--- src/sv/pms_pkg.sv ---
package pms_pkg;

  localparam int ALPHABET_SIZE_DEF = 20;
  localparam int MAX_LEN_DEF       = 16;

  localparam int FUNC_W     = 2;
  localparam int LETTER_W   = 5;
  localparam int POS_W      = 4;
  localparam int COEF_W     = 32;
  localparam int SEQ_LEN_W  = 5;
  localparam int RESULT_W   = 40;
  localparam int IN_DATA_W  = 48;
  localparam int OUT_DATA_W = 40;
  localparam int CFG_ADDR_W = 1;

  localparam logic [SEQ_LEN_W-1:0] SEQ_LEN_RST = 5'd9;
  localparam logic [COEF_W:0]      ONE_Q16     = 33'h0_0001_0000;
  localparam logic [COEF_W-1:0]    COEF_MAX    = 32'h7FFF_FFFF;

  localparam logic [CFG_ADDR_W-1:0] CFG_SEQ_LEN      = 1'b0;
  localparam logic [CFG_ADDR_W-1:0] CFG_SCORE_OFFSET = 1'b1;

  typedef enum logic [FUNC_W-1:0] {
    FUNC_WRITE = 2'd0,
    FUNC_SCORE = 2'd1,
    FUNC_COUNT = 2'd2,
    FUNC_READ  = 2'd3
  } func_t;

  localparam logic KIND_SCORE = 1'b0;
  localparam logic KIND_COEF  = 1'b1;

  typedef struct packed {
    logic clr;
    logic accept;
    logic exec;
  } pms_cmd_t;

  typedef struct packed {
    logic clr_last;
    logic need_out;
    logic out_valid;
  } pms_sts_t;

endpackage

--- src/sv/pms_ctrl.sv ---
module pms_ctrl (
  input  logic              clk,
  input  logic              rst_n,
  input  logic              in_tvalid,
  output logic              in_tready,
  input  logic              out_tready,
  input  pms_pkg::pms_sts_t sts,
  output pms_pkg::pms_cmd_t cmd
);
  import pms_pkg::*;

  typedef enum logic [1:0] {
    S_CLEAR,
    S_IDLE,
    S_EXEC
  } state_t;

  state_t state_r, state_nxt;
  logic   out_busy;

  assign out_busy  = sts.out_valid & ~out_tready;
  assign in_tready = (state_r == S_IDLE);

  always_comb begin
    cmd.clr    = (state_r == S_CLEAR);
    cmd.accept = (state_r == S_IDLE) & in_tvalid;
    cmd.exec   = (state_r == S_EXEC) & ~(sts.need_out & out_busy);
  end

  always_comb begin
    state_nxt = state_r;
    case (state_r)
      S_CLEAR: begin
        if (sts.clr_last) state_nxt = S_IDLE;
      end
      S_IDLE: begin
        if (in_tvalid) state_nxt = S_EXEC;
      end
      S_EXEC: begin
        if (cmd.exec) state_nxt = S_IDLE;
      end
      default: state_nxt = S_CLEAR;
    endcase
  end

  always_ff @(posedge clk) begin
    if (!rst_n) begin
      state_r <= S_CLEAR;
    end else begin
      state_r <= state_nxt;
    end
  end

endmodule

--- config.mk ---
export PLATFORM = sky130hd
export DESIGN_NAME = pms_ctrl
export DESIGN_NICKNAME = d
export VERILOG_FILES = /design/src/sv/pms_pkg.sv /design/src/sv/pms_ctrl.sv
export SDC_FILE = /design/constraint.sdc
export NUM_CORES = 1
export LEC_CHECK = 0
export BUFFER_PORTS_ARGS = -buffer_cell sky130_fd_sc_hd__buf_4
export CAP_MARGIN = 10
export CORE_AREA = 2 2 39 41
export CTS_CLUSTER_SIZE = 40
export DETAILED_ROUTE_END_ITERATION = 16
export DIE_AREA = 0 0 41 43
export PLACE_DENSITY = 0.3
export SLEW_MARGIN = 20
export SYNTH_ARGS = -nofsm -noshare
export SYNTH_HDL_FRONTEND = slang
export SYNTH_SLANG_ARGS = --single-unit
--- constraint.sdc ---
create_clock -name clk -period 1.25 [get_ports clk]
set_input_delay 0.25 -clock clk [delete_from_list [all_inputs] [get_ports clk]]
set_output_delay 0.25 -clock clk [all_outputs]
set_load 0.03 [all_outputs]
==> flow_metrics.py, run 1 <==
metrics = {
    "status": {
        "run_status": "finished, violations left",
        "failed_checks": "setup timing",
    },
    "timing": {
        "post-route-min-period_ns": 1.32,
        "min_period_over_period": 1.06,
        "drv_slew": 0,
        "relSlewSlack": 0.858,
        "fin_skew_ns": 0.00282,
        "fmax_mhz": 758,
        "rsz0062_at_grt": "true",
        "worstMarginPinSlew_ns": 0.211,
        "hold_violations": 0,
        "finalSetupViolCount": 1,
        "worst_slack_ns": -0.0688,
    },
    "global_route": {
        "grt_overflow_total": 0,
        "grt_use_total": 0.0711,
        "grt_pass1_vias": 206,
        "grt_pass1_wl_um": 786,
        "antenna_found_initial": 0,
        "grt_start_max_net_pins": 6,
    },
    "yosys": {
        "synth_area_sq_um": 144,
        "synthTopCellsByArea": "dfxtp_1 (28%), nand4bb_2 (11%), o41ai_2 (11%), inv_1 (7.8%), a32o_1 (7.0%)",
        "postSynthCellCount": 15,
        "ys_types": 11,
        "avgSynthCellArea_sq_um": 9.59,
        "ys_ff_latch": 2,
        "yosys_warnings": 0,
        "seq_area_frac_synth": 0.278,
        "yosys.area.top_type": "dfxtp_1",
        "synth_top_area_frac": 0.278,
        "syn_nets": 22,
    },
    "layout": {
        "final_common_cell": "buf_4",
        "reg_top3": "state_r x2",
        "drive_gt1_frac": 0.733,
        "flow.area_growth_from_synthesis_pct": 104,
        "stdcell_count": 46,
        "top_register": "state_r",
        "finalNetCount": 39,
        "diodes": 0,
        "largest_reg_flops": 2,
        "most-common-layout-cells": "buf_4 (11), inv_1 (3), clkbuf_4 (3)",
        "postLayoutCellArea_sq_um": 294,
    },
    "power": {
        "leakage_uw": 0.000141,
        "finalPower_uw": 316,
        "max-vdd-ir-drop_mv": 0.271,
        "p_per_area_mw_per_mm2": 1080,
    },
    "clocking": {
        "h-tree-depth": 1,
        "clockRootBuffer": "clkbuf_4",
        "cts.path.max_buffers": 2,
        "clk-insertion-delay-late_ns": 0.23,
        "clock_sinks": 2,
        "cts_tree": "yes",
        "clk_pin_slew_ns": 0.03,
        "numCtsBuffers": 3,
    },
    "critical_path": {
        "crit_path_top_delay_cell": "dfxtp_4",
        "crit_fanout": 5,
        "cp-end-kind": "primary output",
        "cp.arrival_ns": 1.07,
        "required_ns": 1.00,
        "slowest_delay_ns": 0.34,
        "crit_chain": "and2b_4 > and2_4 > buf_6",
        "r2r_setup_slack_ns": 0.27,
        "path_class": "register to primary output",
        "cp-start-kind": "register",
    },
    "hold_path": {
        "hold_path.class": "input pin to register",
    },
    "die": {
        "die_area_sq_mm": 0.00176,
        "num_io_pins": 11,
        "fp.dieH_um": 43,
        "rows": 14,
        "start_util": 0.104,
        "die_w_um": 41,
        "coreArea_sq_mm": 0.00138,
    },
    "route": {
        "via_per_inst": 3.70,
        "antenna_left": 0,
        "drt_wl_total_um": 435,
        "drtPass1Iterations": 2,
        "drc": 0,
        "wl_per_cell_um": 9.46,
        "vias": 170,
        "dr.first_iter.drc_count": 4,
    },
    "placement": {
        "place_hpwl_um": 335,
        "place_area_sq_um": 253,
        "port_buffers": 10,
        "dp.cells": 42,
        "preCtsSetupSlack_ns": 0.0712,
        "gp_congestion": 0.660,
    },
    "run": {
        "maxCapViolCount": 0,
    },
}
cells in the mapped netlist (all sizes together):
master	n
dfxtp	2
inv	3
and4b	1
nor2	2
nand4bb	1
and2	1
a32o	1
a311oi	1
and2b	2
o41ai	1
where the power goes:
group	internal [uW]	switching (uW)
logic	50.2	44.7
registers	68.7	6.07
clock network	106	40.2
worst max-delay path, delay by kind of cell, from the launching register on:
| kind | cells | cell delay [ns] |
|---|---|---|
| DFF | 1 | 0.34 |
| buffers and inverters | 1 | 0.12 |
| and+or+nand+nor | 2 | 0.38 |
cell families after synthesis:
group / share of synthesized area
AOI/OAI and AO/OA: 0.244
buffers and inverters: 0.0783
and+or+nand+nor: 0.400
DFF: 0.278
layout make-up:
type	count	area, sq um
Sequential cell	2	45.0
Inverter	3	11.3
Clock buffer	3	22.5
Tap cell	16	20.0
Multi-Input combinational cell	10	101
Fill cell	162	1090
Timing Repair Buffer	12	93.8
stage by stage:
stage               hold WS (ns)  setup TNS, ns  utilization
floorplan                  0.404              0            -
global placement           0.511              0        0.183
detailed placement         0.518              0        0.183
CTS                        0.269        -0.0982        0.212
global route               0.280         -0.166        0.212
finish                     0.283        -0.0688        0.212
routing by layer:
| metal | track usage | vias to the layer above | part of all wire |
|---|---|---|---|
| li1 | - | 87 | - |
| met1 | 0.0863 | 73 | 0.47 |
| met2 | 0.0813 | 10 | 0.42 |
| met3 | 0.0314 | 0 | 0.099 |
| met4 | 0.0800 | 0 | 0 |
| met5 | 0 | - | 0 |
timing repair:
item                       in CTS  in global routing
cloned                          0                  0
setup buffers                   1                  0
setup endpoints to repair       3                  3
resized for setup               5                  0
pin swaps                       2                  0
hold buffers                    0                  0
final timing paths:
kind	end	cells past startpoint	from
min reg2reg	state_r[0]$_SDFFE_PN0P_	2	state_r[0]$_SDFFE_PN0P_
max reg2reg	state_r[1]$_SDFFE_PN0P_	3	state_r[0]$_SDFFE_PN0P_
min	state_r[1]$_SDFFE_PN0P_	2	in_tvalid
max	cmd[1]	3	state_r[1]$_SDFFE_PN0P_
No activity file was read; power rests on OpenSTA's default activity.
==> run 2: changes to the inputs <==
--- a/config.mk
+++ b/config.mk
@@ -12,6 +12,7 @@
 export DETAILED_ROUTE_END_ITERATION = 16
 export DIE_AREA = 0 0 41 43
 export PLACE_DENSITY = 0.3
+export REMOVE_ABC_BUFFERS = 1
 export SLEW_MARGIN = 20
 export SYNTH_ARGS = -nofsm -noshare
 export SYNTH_HDL_FRONTEND = slang
==> flow_metrics.py, run 2 (same netlist as run 1, synthesis figures left out) <==
metrics = {
    "status": {
        "run_status": "finished, violations left",
        "failed_checks": "setup timing",
    },
    "layout": {
        "stdcell_count": 44,
        "largest_reg_flops": 2,
        "reg_top3": "state_r x2",
        "finalNetCount": 37,
        "diodes": 0,
        "flow.area_growth_from_synthesis_pct": 92.2,
        "final_common_cell": "buf_4",
        "drive_gt1_frac": 0.714,
        "fin_util": 0.200,
        "top_register": "state_r",
        "most-common-layout-cells": "buf_4 (9), inv_1 (3), clkbuf_4 (3)",
    },
    "timing": {
        "worstMarginPinSlew_ns": 0.213,
        "finalSetupViolCount": 2,
        "relSlewSlack": 0.856,
        "fin_skew_ns": 0.00519,
        "drv_slew": 0,
        "rsz0062_at_grt": "true",
        "worst_slack_ns": -0.0740,
        "post-route-min-period_ns": 1.32,
        "hold_violations": 0,
        "min_period_over_period": 1.06,
        "fmax_mhz": 755,
    },
    "hold_path": {
        "hold_depth": 2,
        "hold_path.class": "input pin to register",
        "hp-start": "in_tvalid",
    },
    "critical_path": {
        "r2r-start": "state_r[1]$_SDFFE_PN0P_",
        "crit_start": "state_r[1]$_SDFFE_PN0P_",
        "cp-start-kind": "register",
        "required_ns": 1.00,
        "cp.arrival_ns": 1.07,
        "cp-end-kind": "primary output",
        "rr_worst_depth": 2,
        "path_class": "register to primary output",
        "crit_fanout": 6,
    },
    "power": {
        "leakage_uw": 0.000130,
        "p_per_area_mw_per_mm2": 1130,
        "max-vdd-ir-drop_mv": 0.198,
    },
    "global_route": {
        "grt_pass1_wl_um": 662,
        "antenna_found_initial": 0,
        "grt_use_total": 0.0651,
        "grt_pass1_vias": 173,
        "grt_overflow_total": 0,
        "grt_start_max_net_pins": 7,
    },
    "die": {
        "rows": 14,
        "coreArea_sq_mm": 0.00138,
        "num_io_pins": 11,
        "fp.dieH_um": 43,
        "die_area_sq_mm": 0.00176,
        "start_util": 0.104,
        "die_w_um": 41,
    },
    "placement": {
        "gp_congestion": 0.582,
        "place_hpwl_um": 321,
        "port_buffers": 10,
        "dp.cells": 41,
    },
    "clocking": {
        "h-tree-depth": 1,
        "numCtsBuffers": 3,
        "clk-insertion-delay-late_ns": 0.23,
        "cts_tree": "yes",
        "cts.path.max_buffers": 2,
        "clock_sinks": 2,
        "clk_pin_slew_ns": 0.03,
        "clockRootBuffer": "clkbuf_4",
    },
    "route": {
        "drt_wl_total_um": 413,
        "antenna_left": 0,
        "drtPass1Iterations": 3,
        "via_per_inst": 3.73,
        "dr.first_iter.drc_count": 1,
        "drc": 0,
        "vias": 164,
        "wl_per_cell_um": 9.39,
    },
    "run": {
        "maxCapViolCount": 0,
    },
}
-- run 2: routing by layer --
layer	vias to the layer above	GRT usage	routed length (um)
li1	81	-	-
met4	0	0.100	18
met1	72	0.0511	120
met5	-	0	0
met3	2	0.0314	33
met2	9	0.0875	241
-- run 2: final timing paths --
kind | to | slack (ns)
worst max-delay path | cmd[1] | -0.07
worst min-delay path | state_r[1]$_SDFFE_PN0P_ | 0.28
worst max register to register | state_r[0]$_SDFFE_PN0P_ | 0.32
worst min register to register | state_r[0]$_SDFFE_PN0P_ | 0.51
-- run 2: where the power goes --
group	leakage [uW]	switching [uW]	internal [uW]
sequential	0.0000172	8.07	70.2
combinational	0.0000988	41.6	44.9
clock	0.0000138	42.3	106
total	0.000130	91.9	221
-- run 2: metrics by stage --
| stage | cell area [sq um] | hold slack (ns) | total power (uW) | setup WS [ns] | setup TNS [ns] |
|---|---|---|---|---|---|
| finish | 277 | 0.279 | 313 | -0.0740 | -0.107 |
| detailed placement | 239 | 0.511 | 159 | 0.0883 | 0 |
| CTS | 270 | 0.270 | 320 | -0.0811 | -0.129 |
| floorplan | 144 | 0.404 | 122 | -0.220 | -0.220 |
| global route | 277 | 0.287 | 334 | -0.108 | -0.200 |
| global placement | 239 | 0.533 | 160 | 0.0857 | 0 |
-- run 2: area by class of cell --
type	instances	area, sq um
clock buffers	3	22.5
repair buffers	10	78.8
multi-input cells	10	101
inverters	3	11.3
flip-flops and latches	2	42.5
fillers	159	1110
well taps	16	20.0
-- run 2: critical path, stage by stage (launching register included) --
cell,delay [ns]
dfxtp_2,0.33
and2b_4,0.26
and2_4,0.13
buf_6,0.12
-- run 2: timing repair --
action | in CTS | in global routing
gates resized for setup | 4 | 1
hold buffers | 0 | 0
endpoints found under the setup margin | 3 | 3
buffers inserted | 0 | 0
pin swaps | 2 | 0
==> run 3: changes to the inputs <==
--- a/config.mk
+++ b/config.mk
@@ -5,7 +5,7 @@
 export SDC_FILE = /design/constraint.sdc
 export NUM_CORES = 1
 export LEC_CHECK = 0
-export BUFFER_PORTS_ARGS = -buffer_cell sky130_fd_sc_hd__buf_4
+export BUFFER_PORTS_ARGS = -buffer_cell sky130_fd_sc_hd__buf_2
 export CAP_MARGIN = 10
 export CORE_AREA = 2 2 39 41
 export CTS_CLUSTER_SIZE = 40
@@ -13,7 +13,6 @@
 export DIE_AREA = 0 0 41 43
 export PLACE_DENSITY = 0.3
 export REMOVE_ABC_BUFFERS = 1
-export SLEW_MARGIN = 20
 export SYNTH_ARGS = -nofsm -noshare
 export SYNTH_HDL_FRONTEND = slang
 export SYNTH_SLANG_ARGS = --single-unit
==> flow_metrics.py, run 3 (same netlist as run 1, synthesis figures left out) <==
metrics = {
    "global_route": {
        "antenna_found_initial": 0,
        "top_usage_layer": "met2",
        "grt_pass1_vias": 165,
        "gr-usage-met1": 0.0321,
        "grt_overflow_total": 0,
        "grt_use_met2": 0.103,
        "grtUsageMet3": 0.0157,
        "grt_pass1_wl_um": 586,
        "grt_start_max_net_pins": 5,
        "grt_use_total": 0.0491,
    },
    "clocking": {
        "hold_buffers": 0,
        "clk_pin_slew_ns": 0.03,
        "clockRootBuffer": "clkbuf_4",
        "clock_sinks": 2,
        "numCtsBuffers": 3,
        "clk-insertion-delay-late_ns": 0.22,
        "cts.path.max_buffers": 2,
        "h-tree-depth": 1,
        "cts_tree": "yes",
    },
    "route": {
        "dr.first_iter.drc_count": 0,
        "via_per_inst": 3.63,
        "drt_wl_total_um": 387,
        "antenna_left": 0,
        "drc": 0,
        "drtPass1Iterations": 1,
        "wl_per_cell_um": 8.41,
        "vias": 167,
    },
    "critical_path": {
        "path_class": "register to primary output",
        "cp.arrival_ns": 1.03,
        "required_ns": 1.00,
        "cp-end-kind": "primary output",
        "crit_fanout": 4,
        "cp-start-kind": "register",
    },
    "timing": {
        "post-route-min-period_ns": 1.28,
        "worstMarginPinSlew_ns": 0.237,
        "min_period_over_period": 1.03,
        "fmax_mhz": 780,
        "finalSetupViolCount": 1,
        "fin_skew_ns": 0.00407,
        "hold_violations": 0,
        "relSlewSlack": 0.840,
        "drv_slew": 0,
        "rsz0062_at_grt": "true",
        "worst_slack_ns": -0.0317,
    },
    "status": {
        "run_status": "finished, violations left",
        "failed_checks": "setup timing",
    },
    "die": {
        "num_io_pins": 11,
        "rows": 14,
        "die_area_sq_mm": 0.00176,
        "start_util": 0.104,
        "fp.dieH_um": 43,
        "die_w_um": 41,
        "coreArea_sq_mm": 0.00138,
    },
    "placement": {
        "port_buffers": 10,
        "preCtsSetupSlack_ns": 0.119,
        "gp_congestion": 0.594,
        "dp.cells": 43,
        "place_hpwl_um": 354,
    },
    "run": {
        "maxCapViolCount": 0,
    },
    "power": {
        "p_per_area_mw_per_mm2": 1100,
        "leakage_uw": 0.000135,
        "max-vdd-ir-drop_mv": 0.347,
    },
    "layout": {
        "top_register": "state_r",
        "fill_cells": 161,
        "flow.area_growth_from_synthesis_pct": 90.4,
        "multi_input_area_sq_um": 101,
        "most-common-layout-cells": "buf_2 (7), buf_4 (4), inv_1 (3), clkbuf_4 (3)",
        "stdcell_count": 46,
        "diodes": 0,
        "ff_latch_area_sq_um": 42.5,
        "final_common_cell": "buf_2",
        "finalNetCount": 39,
        "drive_gt1_frac": 0.733,
        "reg_top3": "state_r x2",
        "largest_reg_flops": 2,
    },
    "hold_path": {
        "hold_path.class": "input pin to register",
    },
}
run 3: cell types whose count changed in the layout (fill, tap and decap cells not counted):
cell   before  now
buf_2       0    7
buf_4       9    4
run 3: worst max-delay path, stage by stage, from the launching register on:
cell and delay [ns]:
dfxtp_2 0.32, and2b_4 0.25, and2_4 0.13, buf_6 0.12
run 3: through the flow:
step	power [uW]	hold slack, ns	cell area, sq um	utilization	TNS [ns]
after global placement	155	0.543	229	0.165	0
final	301	0.328	274	0.198	-0.0317
after global routing	325	0.338	274	0.198	-0.0947
after floorplan	122	0.404	144	-	-0.220
after detailed placement	155	0.557	229	0.165	0
after CTS	304	0.329	265	0.192	-0.0432
run 3: worst paths after layout:
| check | start | to | slack, ns | depth (start not counted) |
|---|---|---|---|---|
| setup / recovery | state_r[1]$_SDFFE_PN0P_ | cmd[1] | -0.03 | 3 |
| hold / removal | in_tvalid | state_r[1]$_SDFFE_PN0P_ | 0.33 | 2 |
| setup reg to reg | state_r[1]$_SDFFE_PN0P_ | state_r[0]$_SDFFE_PN0P_ | 0.19 | 3 |
| hold reg to reg | state_r[1]$_SDFFE_PN0P_ | state_r[0]$_SDFFE_PN0P_ | 0.55 | 2 |
run 3: timing repair:
item,in CTS,in global routing
buffers inserted,0,0
endpoints found under the setup margin,2,4
resized for setup,6,3
pin swaps,2,0
run 3: layout make-up:
class / instances / area share
flip-flops and latches: 2 / 0.155
well taps: 16 / 0.0731
repair buffers: 12 / 0.279
clock buffers: 3 / 0.0822
inverters: 3 / 0.0411
multi-input cells: 10 / 0.370
run 3: layer usage:
| metal | part of all wire | vias to the layer above |
|---|---|---|
| met5 | 0 | - |
| met4 | 0 | 0 |
| met3 | 0.052 | 0 |
| met2 | 0.67 | 3 |
| met1 | 0.27 | 78 |
| li1 | - | 86 |
run 3: power by group:
group          internal [uW]  switching, uW  leakage [uW]  total, uW
combinational           43.2           45.8      0.000104       89.0
clock                    106           31.4     0.0000138        137
sequential              70.2           5.00     0.0000172       75.2
